[config.mk]
export PLATFORM = sky130hd
export DESIGN_NAME = vlmf_march
export DESIGN_NICKNAME = d
export VERILOG_FILES = /design/src/vlmf_pkg.sv /design/src/vlmf_march.sv
export SDC_FILE = /design/constraint.sdc
export NUM_CORES = 1
export LEC_CHECK = 0
export BUFFER_PORTS_ARGS = -buffer_cell sky130_fd_sc_hd__buf_4
export CAP_MARGIN = 20
export CORE_UTILIZATION = 40
export CTS_CLUSTER_SIZE = 16
export DETAILED_ROUTE_END_ITERATION = 8
export PLACE_DENSITY = 0.67
export SETUP_SLACK_MARGIN = 0.05
export SLEW_MARGIN = 20
export SYNTH_ARGS = -nofsm -noshare
export SYNTH_HDL_FRONTEND = slang
export SYNTH_SLANG_ARGS = --single-unit
[constraint.sdc]
create_clock -name i_clk -period 6.1 [get_ports i_clk]
set_clock_uncertainty 0.2 [all_clocks]
set_input_delay 1.22 -clock i_clk [delete_from_list [all_inputs] [get_ports i_clk]]
set_output_delay 1.22 -clock i_clk [all_outputs]
set_load 0.01 [all_outputs]
[src/vlmf_pkg.sv]
package vlmf_pkg;

    // Field widths fixed by the item formats
    localparam int COUNT_W = 19;
    localparam int INDEX_W = 18;
    localparam int RGBA_W  = 32;
    localparam int COORD_W = 16;
    localparam int CHAN_W  = 8;

    // Default build parameters
    localparam int MAX_STEPS_DEF   = 128;
    localparam int GRID_BITS_DEF   = 6;
    localparam int VOXEL_DEPTH_DEF = 262144;

    // Opcodes
    localparam logic OP_WRITE = 1'b0;
    localparam logic OP_TRACE = 1'b1;

    typedef struct packed {
        logic                       opcode;
        logic [INDEX_W-1:0]         voxel_index;
        logic [RGBA_W-1:0]          voxel_rgba;
        logic signed [COORD_W-1:0]  start_x;
        logic signed [COORD_W-1:0]  start_y;
        logic signed [COORD_W-1:0]  start_z;
        logic signed [COORD_W-1:0]  end_x;
        logic signed [COORD_W-1:0]  end_y;
        logic signed [COORD_W-1:0]  end_z;
    } t_in;

    typedef struct packed {
        logic [CHAN_W-1:0] red;
        logic [CHAN_W-1:0] green;
        logic [CHAN_W-1:0] blue;
        logic [CHAN_W-1:0] alpha;
        logic              hit;
    } t_out;

endpackage

[src/vlmf_march.sv]
module vlmf_march #(
    parameter int MAX_STEPS   = vlmf_pkg::MAX_STEPS_DEF,
    parameter int GRID_BITS   = vlmf_pkg::GRID_BITS_DEF,
    parameter int VOXEL_DEPTH = vlmf_pkg::VOXEL_DEPTH_DEF
) (
    input  logic                              i_clk,
    input  logic                              i_rst_n,
    input  logic                              i_accept,
    input  vlmf_pkg::t_in                     i_item,
    output logic                              o_idle,
    input  logic [vlmf_pkg::COUNT_W-1:0]      i_count,
    output logic                              o_we,
    output logic [$clog2(VOXEL_DEPTH)-1:0]    o_waddr,
    output logic [vlmf_pkg::RGBA_W-1:0]       o_wdata,
    output logic                              o_re,
    output logic [$clog2(VOXEL_DEPTH)-1:0]    o_raddr,
    input  logic [vlmf_pkg::RGBA_W-1:0]       i_rdata,
    output logic                              o_fog_start,
    output logic [23:0]                       o_fog_rgb,
    output logic [$clog2(MAX_STEPS+1)-1:0]    o_fog_k,
    input  logic                              i_fog_done,
    input  logic [23:0]                       i_fog_rgb,
    output logic                              o_res_valid,
    output vlmf_pkg::t_out                    o_res,
    input  logic                              i_res_ready
);

    localparam int KW  = $clog2(MAX_STEPS + 1);
    localparam int AW  = $clog2(VOXEL_DEPTH);
    localparam int MW  = 3 * GRID_BITS;
    localparam int CW0 = (MW > vlmf_pkg::COUNT_W) ? MW : vlmf_pkg::COUNT_W;
    localparam int CW  = (CW0 > AW + 1) ? CW0 : AW + 1;
    localparam int WCW = (vlmf_pkg::INDEX_W > AW + 1) ? vlmf_pkg::INDEX_W : AW + 1;
    localparam int PW  = vlmf_pkg::COORD_W;
    localparam int EW  = PW + 1;

    localparam logic [2:0] S_IDLE  = 3'd0;
    localparam logic [2:0] S_SETUP = 3'd1;
    localparam logic [2:0] S_INIT  = 3'd2;
    localparam logic [2:0] S_MARCH = 3'd3;
    localparam logic [2:0] S_FOG   = 3'd4;
    localparam logic [2:0] S_DONE  = 3'd5;

    logic [2:0] r_state;
    logic [2:0] n_state;

    logic                 r_issue;
    logic                 r_pend;
    logic                 r_pend_empty;
    logic                 r_pend_last;
    logic [KW-1:0]        r_pend_k;
    logic [KW-1:0]        r_k;
    logic [KW-1:0]        r_n;
    logic [PW-1:0]        r_dm;
    logic [7:0]           r_alpha;
    vlmf_pkg::t_out       r_res;

    logic signed [PW-1:0] r_p   [3];
    logic signed [PW-1:0] r_e   [3];
    logic [PW-1:0]        r_d   [3];
    logic                 r_pos [3];
    logic signed [EW-1:0] r_er  [3];

    logic signed [EW-1:0] w_dif  [3];
    logic signed [EW-1:0] w_ern  [3];
    logic [2:0]           w_grid;
    logic [MW-1:0]        w_idx;
    logic [CW-1:0]        w_idx_ext;
    logic                 w_empty;
    logic [WCW-1:0]       w_wext;
    logic [PW-1:0]        w_dm;
    logic [KW-1:0]        w_n;
    logic                 w_hit;

    // Per-axis difference, error update and grid test
    always_comb begin
        for (int a = 0; a < 3; a++) begin
            w_dif[a]  = EW'(r_e[a]) - EW'(r_p[a]);
            w_ern[a]  = r_er[a] - $signed({1'b0, r_d[a]});
            w_grid[a] = (r_p[a][PW-1:GRID_BITS] == '0);
        end
    end

    // Morton interleave, x in the lowest bit
    always_comb begin
        for (int b = 0; b < GRID_BITS; b++) begin
            for (int a = 0; a < 3; a++) begin
                w_idx[3*b+a] = r_p[a][b];
            end
        end
    end

    assign w_idx_ext = CW'(w_idx);
    assign w_empty   = !(&w_grid) || (w_idx_ext >= CW'(i_count)) ||
                       (w_idx_ext >= CW'(VOXEL_DEPTH));

    always_comb begin
        w_dm = r_d[0];
        if (r_d[1] > w_dm) begin
            w_dm = r_d[1];
        end
        if (r_d[2] > w_dm) begin
            w_dm = r_d[2];
        end
    end

    assign w_n = (w_dm < PW'(MAX_STEPS)) ? KW'(w_dm) : KW'(MAX_STEPS);

    assign w_hit = r_pend && !r_pend_empty && (i_rdata[31:24] != 8'd0);

    always_comb begin
        n_state = r_state;
        unique case (r_state)
            S_IDLE: begin
                if (i_accept && i_item.opcode == vlmf_pkg::OP_TRACE) begin
                    n_state = S_SETUP;
                end
            end
            S_SETUP: n_state = S_INIT;
            S_INIT:  n_state = S_MARCH;
            S_MARCH: begin
                if (w_hit) begin
                    n_state = S_FOG;
                end else if (r_pend && r_pend_last) begin
                    n_state = S_DONE;
                end
            end
            S_FOG: begin
                if (i_fog_done) begin
                    n_state = S_DONE;
                end
            end
            S_DONE: begin
                if (i_res_ready) begin
                    n_state = S_IDLE;
                end
            end
            default: n_state = S_IDLE;
        endcase
    end

    always_ff @(posedge i_clk) begin
        if (!i_rst_n) begin
            r_state <= S_IDLE;
            r_issue <= 1'b0;
            r_pend  <= 1'b0;
        end else begin
            r_state <= n_state;
            r_pend  <= (r_state == S_MARCH) && r_issue && (n_state == S_MARCH);
            if (r_state == S_INIT) begin
                r_issue <= 1'b1;
            end else if (r_state == S_MARCH) begin
                // drop the issue stream on the last step or once the march ends
                if ((r_k == r_n) || (n_state != S_MARCH)) begin
                    r_issue <= 1'b0;
                end
            end else begin
                r_issue <= 1'b0;
            end
        end
    end

    always_ff @(posedge i_clk) begin
        unique case (r_state)
            S_IDLE: begin
                r_p[0] <= i_item.start_x;
                r_p[1] <= i_item.start_y;
                r_p[2] <= i_item.start_z;
                r_e[0] <= i_item.end_x;
                r_e[1] <= i_item.end_y;
                r_e[2] <= i_item.end_z;
            end
            S_SETUP: begin
                for (int a = 0; a < 3; a++) begin
                    r_d[a]   <= w_dif[a][EW-1] ? PW'(-w_dif[a]) : w_dif[a][PW-1:0];
                    r_pos[a] <= r_p[a] < r_e[a];
                end
            end
            S_INIT: begin
                r_dm <= w_dm;
                r_n  <= w_n;
                r_k  <= '0;
                for (int a = 0; a < 3; a++) begin
                    r_er[a] <= EW'(w_n >> 1);
                end
            end
            S_MARCH: begin
                if (r_issue) begin
                    r_pend_empty <= w_empty;
                    r_pend_k     <= r_k;
                    r_pend_last  <= (r_k == r_n);
                    if (r_k != r_n) begin
                        r_k <= r_k + KW'(1);
                    end
                    for (int a = 0; a < 3; a++) begin
                        if (w_ern[a] < 0) begin
                            r_er[a] <= w_ern[a] + $signed({1'b0, r_dm});
                            r_p[a]  <= r_pos[a] ? r_p[a] + 16'sd1 : r_p[a] - 16'sd1;
                        end else begin
                            r_er[a] <= w_ern[a];
                        end
                    end
                end
                if (w_hit) begin
                    r_alpha <= i_rdata[31:24];
                end else if (r_pend && r_pend_last) begin
                    r_res <= '{red: 8'hFF, green: 8'hFF, blue: 8'hFF,
                               alpha: 8'hFF, hit: 1'b0};
                end
            end
            S_FOG: begin
                if (i_fog_done) begin
                    r_res <= '{red: i_fog_rgb[7:0], green: i_fog_rgb[15:8],
                               blue: i_fog_rgb[23:16], alpha: r_alpha, hit: 1'b1};
                end
            end
            S_DONE: begin
            end
            default: begin
            end
        endcase
    end

    assign w_wext  = WCW'(i_item.voxel_index);
    assign o_we    = i_accept && (i_item.opcode == vlmf_pkg::OP_WRITE) &&
                     (w_wext < WCW'(VOXEL_DEPTH));
    assign o_waddr = w_wext[AW-1:0];
    assign o_wdata = i_item.voxel_rgba;

    assign o_re    = (r_state == S_MARCH) && r_issue;
    assign o_raddr = w_idx_ext[AW-1:0];

    assign o_fog_start = (r_state == S_MARCH) && w_hit;
    assign o_fog_rgb   = i_rdata[23:0];
    assign o_fog_k     = r_pend_k;

    assign o_idle      = (r_state == S_IDLE);
    assign o_res_valid = (r_state == S_DONE);
    assign o_res       = r_res;

    a_pend_after_read: assert property (@(posedge i_clk) disable iff (!i_rst_n)
        r_pend |-> $past(o_re))
        else $error("read data checked without a matching read");

    a_no_read_past_last: assert property (@(posedge i_clk) disable iff (!i_rst_n)
        (r_pend && r_pend_last) |=> !r_pend)
        else $error("read issued beyond the last step");

    a_fog_follows_hit: assert property (@(posedge i_clk) disable iff (!i_rst_n)
        o_fog_start |=> (r_state == S_FOG))
        else $error("fog started without entering the fog state");

    a_result_held: assert property (@(posedge i_clk) disable iff (!i_rst_n)
        (o_res_valid && !i_res_ready) |=> (o_res_valid && $stable(o_res)))
        else $error("result changed before hand-off");

    a_write_when_idle: assert property (@(posedge i_clk) disable iff (!i_rst_n)
        o_we |-> (r_state == S_IDLE) && !r_issue)
        else $error("store written during a march");

endmodule
* Word level (Yosys, flattened, before mapping)
Memories as Yosys holds them, arrays and structs flattened. Cells that the tools add are included.
Word-level totals: flip-flop bits (word level) 88, latch bits 0, RAM bits 198, ROM bits 0, output and inout port bits 138, word-level logic and storage cells 167, memories 5
Memories:
- r_er | depth 3, width 17, read ports 3, clocked after memory_dff 0, wr ports 3, RTL line vlmf_march.sv:62 | logic signed [EW-1:0] r_er [3];
- r_d | depth 3, width 16, read ports 3, clocked after memory_dff 0, wr ports 3, RTL line vlmf_march.sv:60 | logic [PW-1:0] r_d [3];
- r_e | depth 3, width 16, read ports 3, clocked after memory_dff 0, wr ports 3, RTL line vlmf_march.sv:59 | logic signed [PW-1:0] r_e [3];
- r_p | depth 3, width 16, read ports 3, clocked after memory_dff 0, wr ports 3, RTL line vlmf_march.sv:58 | logic signed [PW-1:0] r_p [3];
- r_pos | depth 3, width 1, read ports 3, clocked after memory_dff 0, wr ports 3, RTL line vlmf_march.sv:61 | logic r_pos [3];
Cells by class: add/sub/neg operators 19, multipliers 0, div/mod/pow operators 0, order comparisons 12, equal/unequal tests 15, shifts and indexed selects 0, muxes and demuxes 64, bitwise operators 10, reduce and logical (&&, ||, !) cells 26
Operators by type and width (number):
- $mux W16 | 11
- $mux W17 | 6
- $mux W33 | 3
- $pmux W33 S2 | 1
- $add A17 B17 Y17 | 3
- $lt A17 B1 Y1 const B | 3
- $sub A16 B16 Y17 | 3
- $sub A17 B17 Y17 | 3
- $add A16 B2 Y16 const B | 3
- $lt A16 B16 Y1 | 3
- $neg A16 Y16 | 3
- $sub A16 B2 Y16 const B | 3
- $mux W1 | 33
- $gt A16 B16 Y1 | 2
- $logic_not A10 Y1 | 3
- $mux W8 | 3
- $ge A18 B19 Y1 | 1
- $ge A18 B19 Y1 const B | 1
- $lt A18 B19 Y1 const B | 1
- $pmux W3 S6 | 1
- $lt A16 B8 Y1 const B | 1
- $pmux W8 S2 | 1
- $mux W3 | 5
- $eq A3 B2 Y1 const B | 3
- other kinds (20) | 46

* Depth between registers and ports, before layout
depth in word-level cells 10, depth in mapped cells 23

* Least setup slack after synthesis
Ideal clock, no wire load.
path kind reg2reg, start point mem r_d[0][31] in the netlist's numbering, end point reg r_dm[3], data pin, data arrival time 4795 ps, data required time 5635 ps, path slack 839 ps, stages on the path, launching flop included 21, period minus slack after synthesis 5261 ps, cell sequence edfxtp_1 -> ha_1 -> nand4_1 -> or2_2 -> nor3_1 -> nor2b_1 -> nor2_1 -> clkbuf_1 -> clkbuf_1 -> a21oi_1 -> ha_1 -> a21oi_1 -> o221ai_1 -> a21o_1 -> a21o_1 -> a2111oi_2 -> or2_2 -> buf_2 -> buf_1 -> buf_2 -> a21oi_1
RTL lines:
- start, declared | RTL line vlmf_march.sv:60
- end signal, assigned | RTL line vlmf_march.sv:180 | r_dm <= w_dm;
- end, declared | RTL line vlmf_march.sv:54 | logic [PW-1:0] r_dm;

==> metrics.md <==
| Metric | Value |
|---|---|
| Syn_nets | about 2,900 |
| Period minus WS final | around 5.7 ns |
| Total global-route track usage | between 20% and 30% |
| Overall power | 0.00891 W |
| Drt pass-1 iters | 5 |
| P&R area growth vs syn | 13.0% |
| Num ports | approximately 370 |
| CTS tree | built |
| Final Hold Fails | 0 |
| Die span in y | 240 um |
| GPL Wtd Cong | 0.925 |
| Slew Viols, Final | 0 |
| First-pass GRT wire length | ~95 mm |
| CP Class | reg -> reg |
| Post-Synthesis Cells | 2,378 |
| Setup Fix Bufs, Post-CTS | 0 |
| Hold crit path type | reg -> reg |
| Row count | 86 |
| Clock root buffer master | clkbuf_16 |
| Clk sinks | 286 |
| CP required | 6.17 ns |
| Via count | around 18,000 |
| CP max FO | 22 |
| PwrDens | roughly 350 nW/um2 |
| Routed len/inst | 18.9 um |
| Hold-fix buffers at CTS | 0 |
| Synth Area per Inst | 9.54 um2 |
| Die ar. | 57,700 um2 |
| Leading area contributor after synthesis | edfxtp_1 |
| Yosys reg bits | 286 |
| Number of global-route vias before repair | 17,900 |
| Clk_lat worst skew | approximately 0.56 ns |
| Setup TNS | 0 ns |
| Async set-reset flop share out of synthesis | 0% |
| Share of cells above drive strength 1 | 13.2% |
| Initial Utilization | 40.8% |
| First DRT Iteration DRCs | 1,199 |
| Sequential area share after synthesis | 37.6% |
| Detailed placement HPWL | a little under 50 mm |
| Period utilization | 92.8% |
| Synth Warn # | 0 |
| Synth top area share | 37.2% |
| Via/cell ratio | 5.56 |
| Final Setup Violations | 0 |
| Slew margin rel. | 29.0% |
| Top-count cell post-synth | edfxtp_1 |
| Drt drc | 0 |
| Place WS | 0.508 ns |
| Unrepaired setup endpoints after global routing | no |
| Nets@finish | 2,985 |
| Maximum VDD drop | 166 uV |
| Critical Path End Type | flop |
| Outcome | finished clean |
| Cell leakage power | approximately 11 nW |
| Congestion Overflow GR | 0 |
| Antenna-violating nets left | 0 |
| Distinct cell type count after synthesis | 84 |
| Critical Path AT | 5.73 ns |
| PortBufs | 216 |
| Final worst slack | between 0.4 and 0.5 ns |
| Pin count of the biggest net entering global routing | 54 |
| Most frequent cells after synthesis | 281 x edfxtp_1, 243 x ha_1, 189 x a21oi_1 |
| Worst-Margin Slew | 1.06 ns |
| CTS Buffer Depth | 3 |
| CTS buffer count | 35 |
| Fmax | 177 MHz |
| Max Cap Violations | 0 |
| Initial antenna violation count | 0 |
| Mapped Area | 22,700 um2 |
| Post-synth EDFFs | 281 |
| Htree depth | 2 |
| Top_reg_cell synth | edfxtp_1 |
| Post-cts sizing count | 0 |
| Drt total wl | 62.0 mm |
| Core area | 55,600 um2 |
| Clock-pin slew on the worst setup and hold paths | 0.06 ns |
| Die Wd | 240 um |
| Worst setup SP type | flop |
| Synth top area cells | edfxtp_1 37%, ha_1 13%, xnor2_1 4.8%, a21oi_1 4.2%, o21ai_0 3.5% |
| Fillers | roughly 5,200 |
==> state kept, by name, indices dropped and copies added (netlist names), 3 cells and up <==
name / count
r_pos: 3
o_res: 33
r_dm: 16
r_k: 8
r_alpha: 8
o_fog_k: 8
r_n: 8
r_state: 3
r_e: 48
r_p: 48
r_d: 48
r_er: 51
==> cells in the final DEF, fill, tap and decap left out, types with 33 or more instances in the layout <==
cell       instances
nand2b_1          49
nor3_1            50
nand2_1          112
inv_1            185
clkbuf_16         36
o21ai_0          159
buf_4            237
nor2_1           182
nor2b_1           36
a21o_1            53
xor2_1            78
ha_1             243
a21oi_1          189
a211oi_1          33
xnor2_1          123
edfxtp_1         281
nand3_1           47
==> report_power, final <==
part | switching [W] | internal, W
logic | 0.00242 | 0.00173
registers | 0.000201 | 0.00249
clock network | 0.000874 | 0.00120
total | 0.00350 | 0.00541
==> area by class of cell <==
class | count | area [um2] | area share (%)
multi-input combinational | 1755 | 12600 | 49.0
sequential | 286 | 8540 | 33.3
timing repair buffer | 238 | 1780 | 6.96
clock buffer | 41 | 940 | 3.67
tap | 748 | 936 | 3.65
inverter | 187 | 702 | 2.74
clock inverter | 22 | 181 | 0.708
antenna | 1 | 2.50 | 0.00976
==> per-stage QoR <==
step,cell area [um2],utilization [%],instances,hold slack (ns)
after floorplan,22700,-,2378,0.277
after global placement,24500,44.0,3213,0.291
after detailed placement,24500,44.1,3214,0.288
after CTS,25600,46.1,3277,0.301
after global routing,25600,46.1,3277,0.316
final,25600,46.1,3278,0.301
==> routing by layer <==
metal  up-vias  part of all wire (%)  GRT usage [%]
met5         -                 0.061          0.519
met4         2                   4.6           10.0
met3       130                   6.3           4.33
met2       614                    47           34.9
met1      8655                    42           26.0
li1       8838                     -              -
==> final timing paths <==
path	slack (ns)	start	to	cells past startpoint
hold reg to reg	0.30	r_alpha[2]	o_res[3]	1
setup reg to reg	0.44	r_d[0][14]	r_er[1][4]	21
hold / removal	0.30	r_alpha[2]	o_res[3]	1
setup / recovery	0.44	r_d[0][14]	r_er[1][4]	21
==> worst max-delay path: stages (launching register included) <==
cell and delay [ns]:
edfxtp_1 0.39, inv_1 0.09, ha_1 0.31, nand4_1 0.11, or2_2 0.36, nor3_1 0.36, nor2b_1 0.16, nor2_1 0.13
buf_4 0.25, nor2_1 0.06, a21oi_1 0.22, ha_1 0.30, a21oi_1 0.13, o221ai_1 0.12, a21o_1 0.19, a21o_1 0.19
a2111oi_2 0.68, or2_2 0.38, a31oi_2 0.14, buf_4 0.19, a21oi_1 0.34, a31oi_1 0.07
==> cells by family (layout without fill, tap and decap cells) <==
family | count (synthesis) | count (layout) | share of synthesized area (%)
flip-flops | 286 | 286 | 37.6
adder cells (fa/ha/maj) | 255 | 255 | 14.5
AO/OA/AOI/OAI | 652 | 652 | 18.2
AND/OR/NAND/NOR | 625 | 625 | 13.7
XOR/XNOR | 202 | 202 | 7.80
other | 0 | 1 | 0
buffers and inverters | 337 | 488 | 7.21
multiplexers | 21 | 21 | 0.959
Note: power is estimated with default switching activity, not from simulation.
