==> src/vlmf_pkg.sv <==
package vlmf_pkg;

    // Field widths fixed by the item formats
    localparam int COUNT_W = 19;
    localparam int INDEX_W = 18;
    localparam int RGBA_W  = 32;
    localparam int COORD_W = 16;
    localparam int CHAN_W  = 8;

    // Default build parameters
    localparam int MAX_STEPS_DEF   = 128;
    localparam int GRID_BITS_DEF   = 6;
    localparam int VOXEL_DEPTH_DEF = 262144;

    // Opcodes
    localparam logic OP_WRITE = 1'b0;
    localparam logic OP_TRACE = 1'b1;

    typedef struct packed {
        logic                       opcode;
        logic [INDEX_W-1:0]         voxel_index;
        logic [RGBA_W-1:0]          voxel_rgba;
        logic signed [COORD_W-1:0]  start_x;
        logic signed [COORD_W-1:0]  start_y;
        logic signed [COORD_W-1:0]  start_z;
        logic signed [COORD_W-1:0]  end_x;
        logic signed [COORD_W-1:0]  end_y;
        logic signed [COORD_W-1:0]  end_z;
    } t_in;

    typedef struct packed {
        logic [CHAN_W-1:0] red;
        logic [CHAN_W-1:0] green;
        logic [CHAN_W-1:0] blue;
        logic [CHAN_W-1:0] alpha;
        logic              hit;
    } t_out;

endpackage

==> src/vlmf_fog.sv <==
module vlmf_fog #(
    parameter int MAX_STEPS = vlmf_pkg::MAX_STEPS_DEF
) (
    input  logic                              i_clk,
    input  logic                              i_rst_n,
    input  logic                              i_start,
    input  logic [23:0]                       i_rgb,
    input  logic [$clog2(MAX_STEPS+1)-1:0]    i_k,
    output logic                              o_done,
    output logic [23:0]                       o_rgb
);

    localparam int KW = $clog2(MAX_STEPS + 1);
    localparam int VW = vlmf_pkg::CHAN_W + KW;
    // floor(2^VW / MAX_STEPS); the quotient estimate is at most one short
    localparam logic [VW:0] RECIP = (VW + 1)'((64'd1 << VW) / 64'(MAX_STEPS));

    localparam logic [1:0] PH_SCALE = 2'd0;
    localparam logic [1:0] PH_RECIP = 2'd1;
    localparam logic [1:0] PH_BACK  = 2'd2;
    localparam logic [1:0] PH_FIX   = 2'd3;

    logic          r_busy;
    logic          r_done;
    logic [1:0]    r_ph;
    logic [1:0]    r_ch;
    logic [23:0]   r_rgb;
    logic [KW-1:0] r_k;
    logic [2*VW:0] r_prod;
    logic [VW-1:0] r_v;
    logic [7:0]    r_q;
    logic [23:0]   r_res;

    logic [7:0]    w_c;
    logic [VW-1:0] w_a;
    logic [VW:0]   w_b;
    logic [2*VW:0] w_prod;
    logic [VW-1:0] w_rem;
    logic [7:0]    w_q;

    assign w_c = r_rgb[{r_ch, 3'b000} +: 8];

    // Operand select for the shared multiplier
    always_comb begin
        unique case (r_ph)
            PH_SCALE: begin
                w_a = VW'(8'd255 - w_c);
                w_b = (VW + 1)'(r_k);
            end
            PH_RECIP: begin
                w_a = r_prod[VW-1:0];
                w_b = RECIP;
            end
            PH_BACK: begin
                w_a = VW'(r_prod[VW +: 8]);
                w_b = (VW + 1)'(MAX_STEPS);
            end
            PH_FIX: begin
                w_a = '0;
                w_b = '0;
            end
        endcase
    end

    assign w_prod = (2 * VW + 1)'(w_a) * (2 * VW + 1)'(w_b);
    assign w_rem  = r_v - r_prod[VW-1:0];
    assign w_q    = r_q + 8'(w_rem >= VW'(MAX_STEPS));

    always_ff @(posedge i_clk) begin
        if (!i_rst_n) begin
            r_busy <= 1'b0;
            r_done <= 1'b0;
            r_ph   <= PH_SCALE;
            r_ch   <= 2'd0;
        end else begin
            r_done <= 1'b0;
            if (i_start) begin
                r_busy <= 1'b1;
                r_ph   <= PH_SCALE;
                r_ch   <= 2'd0;
            end else if (r_busy) begin
                r_ph <= r_ph + 2'd1;
                if (r_ph == PH_FIX) begin
                    if (r_ch == 2'd2) begin
                        r_busy <= 1'b0;
                        r_done <= 1'b1;
                    end else begin
                        r_ch <= r_ch + 2'd1;
                    end
                end
            end
        end
    end

    always_ff @(posedge i_clk) begin
        if (i_start) begin
            r_rgb <= i_rgb;
            r_k   <= i_k;
        end
        r_prod <= w_prod;
        if (r_ph == PH_RECIP) begin
            r_v <= r_prod[VW-1:0];
        end
        if (r_ph == PH_BACK) begin
            r_q <= r_prod[VW +: 8];
        end
        if (r_busy && r_ph == PH_FIX) begin
            r_res[{r_ch, 3'b000} +: 8] <= w_c + w_q;
        end
    end

    assign o_done = r_done;
    assign o_rgb  = r_res;

endmodule

==> config.mk <==
export PLATFORM = sky130hd
export DESIGN_NAME = vlmf_fog
export DESIGN_NICKNAME = d
export VERILOG_FILES = /design/src/vlmf_pkg.sv /design/src/vlmf_fog.sv
export SDC_FILE = /design/constraint.sdc
export NUM_CORES = 1
export LEC_CHECK = 0
export BUFFER_PORTS_ARGS = -buffer_cell sky130_fd_sc_hd__buf_2
export CAP_MARGIN = 20
export CORE_UTILIZATION = 55
export CTS_BUF_LIST = sky130_fd_sc_hd__clkbuf_2
export DETAILED_ROUTE_END_ITERATION = 12
export GPL_TIMING_DRIVEN = 1
export PLACE_DENSITY = 0.73
export SYNTH_ARGS = -nofsm -noshare
export SYNTH_HDL_FRONTEND = slang
export SYNTH_SLANG_ARGS = --single-unit
==> constraint.sdc <==
create_clock -name i_clk -period 7.4 [get_ports i_clk]
set_input_delay 1.48 -clock i_clk [delete_from_list [all_inputs] [get_ports i_clk]]
set_output_delay 1.48 -clock i_clk [all_outputs]
set_load 0.01 [all_outputs]
# --- Word-level counts from Yosys, hierarchy flattened ---
# Cells that the tools add are included.
totals:
  mem_bits_ro: 0
  latch_bits: 0
  ff_bits: 110
  wordCells: 43
  mem_count: 0
  output_inout_bits: 25
  ramBits: 0
classes:
  eq_ne: 4
  mul: 1
  n_reduce_logical: 5
  n_mux: 8
  n_bitwise: 4
  n_lt_le_gt_ge: 1
  n_div: 0
  shifts: 3
  n_addsub: 7
ops:
  columns: ["operator", "n"]
  rows:
  - ["$pmux 17 s4", 1]
  - ["$pmux 16 s4", 1]
  - ["$bwmux 24", 1]
  - ["$mul 16x17->24", 1]
  - ["$shift 8x7->24 const A", 1]
  - ["$shiftx 24x6->8", 1]
  - ["$shiftx 8x7->24", 1]
  - ["$ge 16x8->1 const B", 1]
  - ["$sub 16x16->16", 1]
  - ["$sub 8x8->9 const A", 1]
  - ["$add 8x1->8", 1]
  - ["$add 8x8->8", 1]
  - ["$neg 5->7", 1]
  - ["$eq 2x2->1 const B", 3]
  - ["$mux 1", 5]
  - ["$add 2x1->2 const B", 2]
  - ["$not 1->1", 4]
  - ["$reduce_or 4->1", 1]
  - ["$reduce_and 3->1", 1]
  - ["$eq 2x1->1 const B", 1]
  - ["$logic_not 2->1", 1]
  - ["$reduce_or 2->1", 1]
  - ["$logic_and 1x1->1", 1]

# --- Longest topological paths before layout ---
# Gate-level depths: netlist (run 1).
depth:
  ltp_word: 6
  mapped_depth: 28
  depth_no_buf: 27

# --- Worst setup path after synthesis (run 1) ---
# Ideal clock, no wire load.
synth_timing:
  path_type: "reg2reg"
  from: "register r_ph[1]"
  to: "register r_prod[22]"
  t_arrival_ps: 6269
  setup_slack_ps: 1013
  path_buffers: 2
  setup_ps: 118
  required_time_ps: 7282
  stages_incl_launch_ff: 28
  path_cell_list: "dfxtp_1 > inv_1 > ha_1 > clkbuf_1 > clkbuf_1 > a21oi_1 > o22ai_1 > fa_1 > inv_1 > fa_1 > inv_1 > fa_1 > inv_1 > fa_1 > inv_1 > fa_1 > inv_1 > fa_1 > inv_1 > ha_1 > nand4_1 > or2_2 > o2111ai_1 > nand2_1 > o21ai_1 > a221o_1 > a21oi_1 > xnor2_1"
synth_between:
  elab_chain_cells: 3
  elab_cells_between_ends: 7
  classes_between: "mul: 1; eq/ne: 3; mux: 2; reduce/logical: 1"
synth_rtl:
  columns: ["item", "line", "text"]
  rows:
  - ["from (decl)", "vlmf_fog.sv:25", "logic [1:0] r_ph;"]
  - ["from (signal assigned)", "vlmf_fog.sv:82", "r_ph <= r_ph + 2'd1;"]
  - ["$eq 2x2->1 (tied with other cells)", "vlmf_fog.sv:45", "unique case (r_ph)"]
  - ["$pmux 16 s4 or $pmux 17 s4 (tied branches)", "vlmf_fog.sv:45", null]
  - ["$mul 16x17->24 (*)", "vlmf_fog.sv:65", "assign w_prod = (2 * VW + 1)'(w_a) * (2 * VW + 1)'(w_b);"]
  - ["via w_prod[22]", "vlmf_fog.sv:37", "logic [2*VW:0] w_prod;"]
  - ["to (signal assigned)", "vlmf_fog.sv:100", "r_prod <= w_prod;"]
  - ["to (decl)", "vlmf_fog.sv:29", "logic [2*VW:0] r_prod;"]
# Mark *: on every way through the listed nets, which the timed path passes. The rest lies on a longest branch. The select of a mux whose other input is x is not followed.
# A chain may end at the register's enable or synchronous reset.

# --- Worst setup path in the final report (run 1) ---
layout_timing:
  from: "register r_ch[1]"
  to: "register r_prod[22]"
layout_between:
  elab_chain_cells: 4
layout_rtl:
  columns: ["item", "line", "text"]
  rows:
  - ["from (decl)", "vlmf_fog.sv:26", "logic [1:0] r_ch;"]
  - ["from (signal assigned)", "vlmf_fog.sv:88", "r_ch <= r_ch + 2'd1;"]
  - ["$shiftx 24x6->8", "vlmf_fog.sv:41", "assign w_c = r_rgb[{r_ch, 3'b000} +: 8];"]
  - ["$sub 8x8->9", "vlmf_fog.sv:47", "w_a = VW'(8'd255 - w_c);"]
  - ["$pmux 16 s4", "vlmf_fog.sv:45", null]
  - ["$mul 16x17->24", "vlmf_fog.sv:65", null]
  - ["via w_prod[22]", "vlmf_fog.sv:37", null]
# The timed path passes the listed nets, and every way through them passes these cells.

==> results.json, run 1 <==
{
  "die_h_um": 133,
  "timing.fmax_mhz": 143,
  "worstMarginPinSlew_ps": 901,
  "layout_commonest_cell": "inv_1",
  "cp_max_fo": 13,
  "ys_top_cells_by_area": "edfxtp_1 (25%), fa_1 (21%), ha_1 (17%)",
  "drt_pass1_iterations": 9,
  "clkLatencyLatePin_ps": 610,
  "setup_tns_ps": 0,
  "violations": "DRC",
  "min_period_over_period": 0.943,
  "yosysUniqueCellTypes": 55,
  "io_pins": 60,
  "vias": 6452,
  "grt_max_degree": 35,
  "grt_pass1_wl_mm": 29.7,
  "p_total_w": 0.00373,
  "cts_hold_buf": 0,
  "maxCapViolations": 0,
  "hold_class": "reg -> reg",
  "cts_root_buffer": "clkbuf_2",
  "cts_sinks": 110,
  "rsz0062_at_grt": "no",
  "power_density_nw_per_um2": 361,
  "synth_top_area_share": 0.254,
  "drv_slew": 0,
  "cts_tree": "yes",
  "cp.required_ps": 7940,
  "place_congestion": 0.920,
  "finalCriticalPeriod_ps": 6980,
  "initial_core_util": 0.566,
  "synth_cells": 901,
  "die_area_sq_um": 17700,
  "dp_hpwl_mm": 15.0,
  "finalWirelength_mm": 17.9,
  "end_kind": "register",
  "cts_buffers": 9,
  "synth_ff_type": "edfxtp_1",
  "nets": 1274,
  "grt_usage": 0.217,
  "cp.arrival_ps": 7520,
  "status": "finished with violations",
  "grt_overflow_total": 0,
  "grt_pass1_vias": 6288,
  "hold_viol": 0,
  "die_w_um": 133,
  "cp-start-kind": "register",
  "setup_viol": 0,
  "skew_ps": 33.2,
  "yosys_warnings": 0,
  "via_per_inst": 5.19,
  "post_cts_buffers": 0,
  "p_leak_nw": 5.07,
  "synth_top_cell_by_area": "edfxtp_1",
  "async_flop_share": 0,
  "layout_common_cells": "inv_1 (170), ha_1 (125), fa_1 (97), edfxtp_1 (80), nor2_1 (66)",
  "clk_pin_slew_ps": 270,
  "routedWlPerCell_um": 14.4,
  "ant_nets": 0,
  "drive_gt1_frac": 0.0959,
  "syn_area_per_cell_sq_um": 10.5,
  "synth_area_sq_um": 9450,
  "coreArea_sq_um": 16700,
  "ys_ff_latch": 110,
  "clk_path_buf_depth": 2,
  "port_buffers": 59,
  "drt_iter0_drc": 340,
  "syn_to_final_growth_pct": 9.36,
  "grt_antenna_before_repair": 1,
  "row_count": 47,
  "synth-seq-area-share": 0.318,
  "synth_edf_count": 80,
  "path_class": "reg -> reg",
  "post-route-drc-count": 1,
  "maxSlewHeadroom": 0.395,
  "worst_ir_drop_vdd_mv": 0.418,
  "cts.htree.levels": 3
}
cells in the mapped netlist (14+ instances only):
| library cell | instances |
|---|---|
| and2_1 | 27 |
| nand2_1 | 37 |
| xnor2_1 | 27 |
| o21ai_0 | 25 |
| edfxtp_1 | 80 |
| nor2_1 | 67 |
| a21o_1 | 15 |
| fa_1 | 97 |
| a21oi_1 | 45 |
| dfxtp_1 | 30 |
| inv_1 | 170 |
| ha_1 | 125 |
| clkbuf_1 | 14 |
metrics by stage:
stage                     instance area [sq um]  hold WS (ps)  setup WS, ps  cells  utilization
after floorplan                            9650           431          1010    955            -
after global placement                    10200           464           628   1226        0.612
after detailed placement                  10200           466           457   1226        0.612
after CTS                                 10300           509           395   1242        0.619
after global routing                      10300           518          11.4   1243        0.619
final                                     10300           528           420   1243        0.619
kinds of logic (layout without fill, tap and decap cells):
| logic type | Yosys count | count (layout) | synth area share |
|---|---|---|---|
| compound gates | 133 | 133 | 0.0875 |
| xor+xnor | 34 | 34 | 0.0315 |
| fa+ha+maj | 222 | 222 | 0.371 |
| buf+inv | 186 | 253 | 0.0740 |
| flops | 110 | 110 | 0.318 |
| mux | 9 | 9 | 0.00953 |
| other cells | 2 | 57 | 0.000795 |
| simple gates | 205 | 205 | 0.108 |
worst paths after layout:
check                        from                  to  slack, ps  cells after the start
max          r_ch[1]$_SDFFE_PP0P_  r_prod[22]$_DFF_P_        420                     26
max reg2reg  r_ch[1]$_SDFFE_PP0P_  r_prod[22]$_DFF_P_        420                     26
min            r_prod[16]$_DFF_P_    r_q[0]$_DFFE_PN_        530                      0
min reg2reg    r_prod[16]$_DFF_P_    r_q[0]$_DFFE_PN_        530                      0
area by class of cell:
class	instances	area (sq um)
clock inverters	4	47.5
repair buffers	67	355
flip-flops and latches	110	3000
multi-input cells	659	5950
diodes	1	2.50
well taps	220	275
clock buffers	12	60.1
inverters	170	638
fillers	1431	6370
per-layer routing:
metal	GRT usage	vias to the layer above	share of wire
li1	-	3142	-
met1	0.278	3151	0.43
met2	0.377	127	0.51
met3	0.0303	32	0.036
met4	0.0728	0	0.022
met5	0	-	0
repair_timing:
| action | 4_1_cts | 5_1_grt |
|---|---|---|
| hold endpoints to repair | 0 | 0 |
| gates resized for setup | 0 | 1 |
| endpoints found under the setup margin | 0 | 1 |
worst max-delay path, stage by stage, from the launching register on:
cell       delay [ps]
dfxtp_1           790
mux2i_1           140
o21ai_0           390
nor2b_1            90
buf_4             170
and2_1            170
fa_1              530
inv_1              60
fa_1              530
inv_1              50
fa_1              490
inv_1              50
fa_1              470
inv_1              60
fa_1              530
inv_1              60
fa_1              530
inv_1              40
ha_1              370
nand4_1           150
or2_2             300
o2111ai_1         110
nand2_1           120
o21ai_1           290
a221o_1           200
a21oi_1            70
xnor2_1           120
sequential cells by signal, summed over array words and instances, names as in the netlist:
name	flops
r_q	8
r_ch	2
r_v	16
o_done	1
r_busy	1
r_ph	2
r_rgb	24
r_prod	24
o_rgb	24
r_k	8
power breakdown:
group	total (W)	switching, W	internal, W	leakage, nW
logic	0.00256	0.00143	0.00112	3.99
clock network	0.000271	0.000188	0.0000824	0.0768
registers	0.000906	0.000104	0.000802	1.00
No activity file was read; power rests on OpenSTA's default activity.
==> run 2, diff against run 1 <==
CORE_MARGIN = 8   (was default)
==> run 2 against run 1 <==
Global-route usage fell by 4.0 points. The flow now finishes without violations. Critical path type unchanged. Via count down 0.98%. Register-to-register slack better by 80 ps.
==> results.json, run 2 (synthesis gave the netlist of run 1 again) <==
{
  "grt_antenna_before_repair": 1,
  "nets": 1273,
  "cp-startpoint": "r_ch[1]$_SDFFE_PP0P_",
  "rr_worst_depth": 26,
  "clk_pin_slew_ps": 270,
  "post_cts_buffers": 0,
  "dp.cells": 1230,
  "cts_hold_buf": 0,
  "cp_max_fo": 13,
  "die_w_um": 147,
  "grt_pass1_wl_mm": 30.9,
  "port_buffers": 59,
  "finalWorstSetupSlack_ps": 496,
  "final_cells": 1247,
  "grt_usage": 0.177,
  "cts_root_buffer": "clkbuf_2",
  "reg2reg_from": "r_ch[1]$_SDFFE_PP0P_",
  "skew_ps": 33.0,
  "p_leak_nw": 5.07,
  "timing.fmax_mhz": 145,
  "grt_max_degree": 35,
  "drt_iter0_drc": 319,
  "grt_overflow_total": 0,
  "finalWirelength_mm": 18.6,
  "endpoint": "r_prod[22]$_DFF_P_",
  "finalCriticalPeriod_ps": 6900,
  "pre_cts_ws_ps": 534,
  "placed_area_sq_um": 10200,
  "layout_common_cells": "inv_1 (170), ha_1 (125), fa_1 (97), edfxtp_1 (80), nor2_1 (66)",
  "power_density_nw_per_um2": 361,
  "stdcell_area_sq_um": 10300,
  "post_cts_resized": 0,
  "coreArea_sq_um": 17100,
  "path_class": "reg -> reg",
  "worst_ir_drop_vdd_mv": 0.330,
  "rsz0062_at_grt": "no",
  "drt_pass1_iterations": 7,
  "cts_tree": "yes",
  "r2r_slack_ps": 500,
  "cp.arrival_ps": 7430,
  "layout_commonest_cell": "inv_1",
  "post-route-drc-count": 0,
  "status": "finished, final reports clean",
  "dp_hpwl_mm": 15.5,
  "vias": 6389,
  "ant_nets": 0,
  "clk_path_buf_depth": 2,
  "worstMarginPinSlew_ps": 924,
  "routedWlPerCell_um": 14.9,
  "hold_class": "reg -> reg",
  "maxSlewHeadroom": 0.380,
  "die_h_um": 147,
  "place_congestion": 0.915,
  "io_pins": 60,
  "slowest_stage": "dfxtp_1",
  "end_kind": "register",
  "cts_buffers": 9,
  "r2r-end": "r_prod[22]$_DFF_P_",
  "hold_viol": 0,
  "maxCapViolations": 0,
  "setup_tns_ps": 0,
  "syn_to_final_growth_pct": 9.18,
  "cp-start-kind": "register",
  "cts.htree.levels": 3,
  "drive_gt1_frac": 0.0950,
  "fin_util": 0.605,
  "cts_sinks": 110,
  "initial_core_util": 0.554,
  "drv_slew": 0,
  "via_per_inst": 5.12,
  "clkLatencyLatePin_ps": 600,
  "setup_viol": 0,
  "max_stage_delay_ps": 750,
  "row_count": 48,
  "min_period_over_period": 0.933,
  "die_area_sq_um": 21600,
  "grt_pass1_vias": 6507,
  "cp.required_ps": 7920
}
-- run 2: critical path, delay by kind of cell (launching register included) --
kind                       cells  cell delay, ps
DFF                            1             750
xor gates and xnor gates       1             120
adders and majority gates      7            3480
muxes                          1             150
and+or+nand+nor                5             830
AOI/OAI and AO/OA              5            1030
buffers and inverters          7             490
-- run 2: stage by stage --
stage	hold WS, ps	power (W)
3_3_place_gp	469	0.00346
6_report	515	0.00372
3_5_place_dp	471	0.00348
2_1_floorplan	431	0.00291
4_1_cts	515	0.00374
5_1_grt	520	0.00416
-- run 2: worst min-delay path by stage --
| stage | endpoint | slack, ps | depth (start not counted) | from |
|---|---|---|---|---|
| 6_report | r_v[15]$_DFFE_PN_ | 510 | 0 | r_prod[15]$_DFF_P_ |
| 5_1_grt | r_v[15]$_DFFE_PN_ | 520 | 0 | r_prod[15]$_DFF_P_ |
| 4_1_cts | r_v[15]$_DFFE_PN_ | 510 | 0 | r_prod[15]$_DFF_P_ |
| 3_3_place_gp | r_v[15]$_DFFE_PN_ | 470 | 0 | r_prod[15]$_DFF_P_ |
| 2_1_floorplan | r_q[4]$_DFFE_PN_ | 430 | 0 | r_prod[20]$_DFF_P_ |
| 3_5_place_dp | r_v[15]$_DFFE_PN_ | 470 | 0 | r_prod[15]$_DFF_P_ |
-- run 2: routing by layer --
metal,wire length (um),global-route usage,part of all wire,vias up
met1,7750,0.213,0.42,3086
li1,-,-,-,3135
met4,284,0.0515,0.015,0
met5,0,0,0,-
met2,9640,0.318,0.52,146
met3,933,0.0295,0.050,22
-- run 2: power breakdown --
| part | internal [W] | leakage, nW | switching (W) |
|---|---|---|---|
| registers | 0.000802 | 1.00 | 0.000105 |
| clock network | 0.0000576 | 0.0752 | 0.000186 |
| logic | 0.00112 | 3.99 | 0.00145 |
| total | 0.00198 | 5.07 | 0.00174 |
-- run 2: final cells by class --
cell class | count | area, sq um
Fill cell | 1474 | 6740
Clock buffer | 9 | 45.0
Timing Repair Buffer | 66 | 348
Clock inverter | 7 | 46.3
Antenna cell | 1 | 2.50
Multi-Input combinational cell | 659 | 5950
Inverter | 170 | 638
Tap cell | 225 | 282
Sequential cell | 110 | 3000
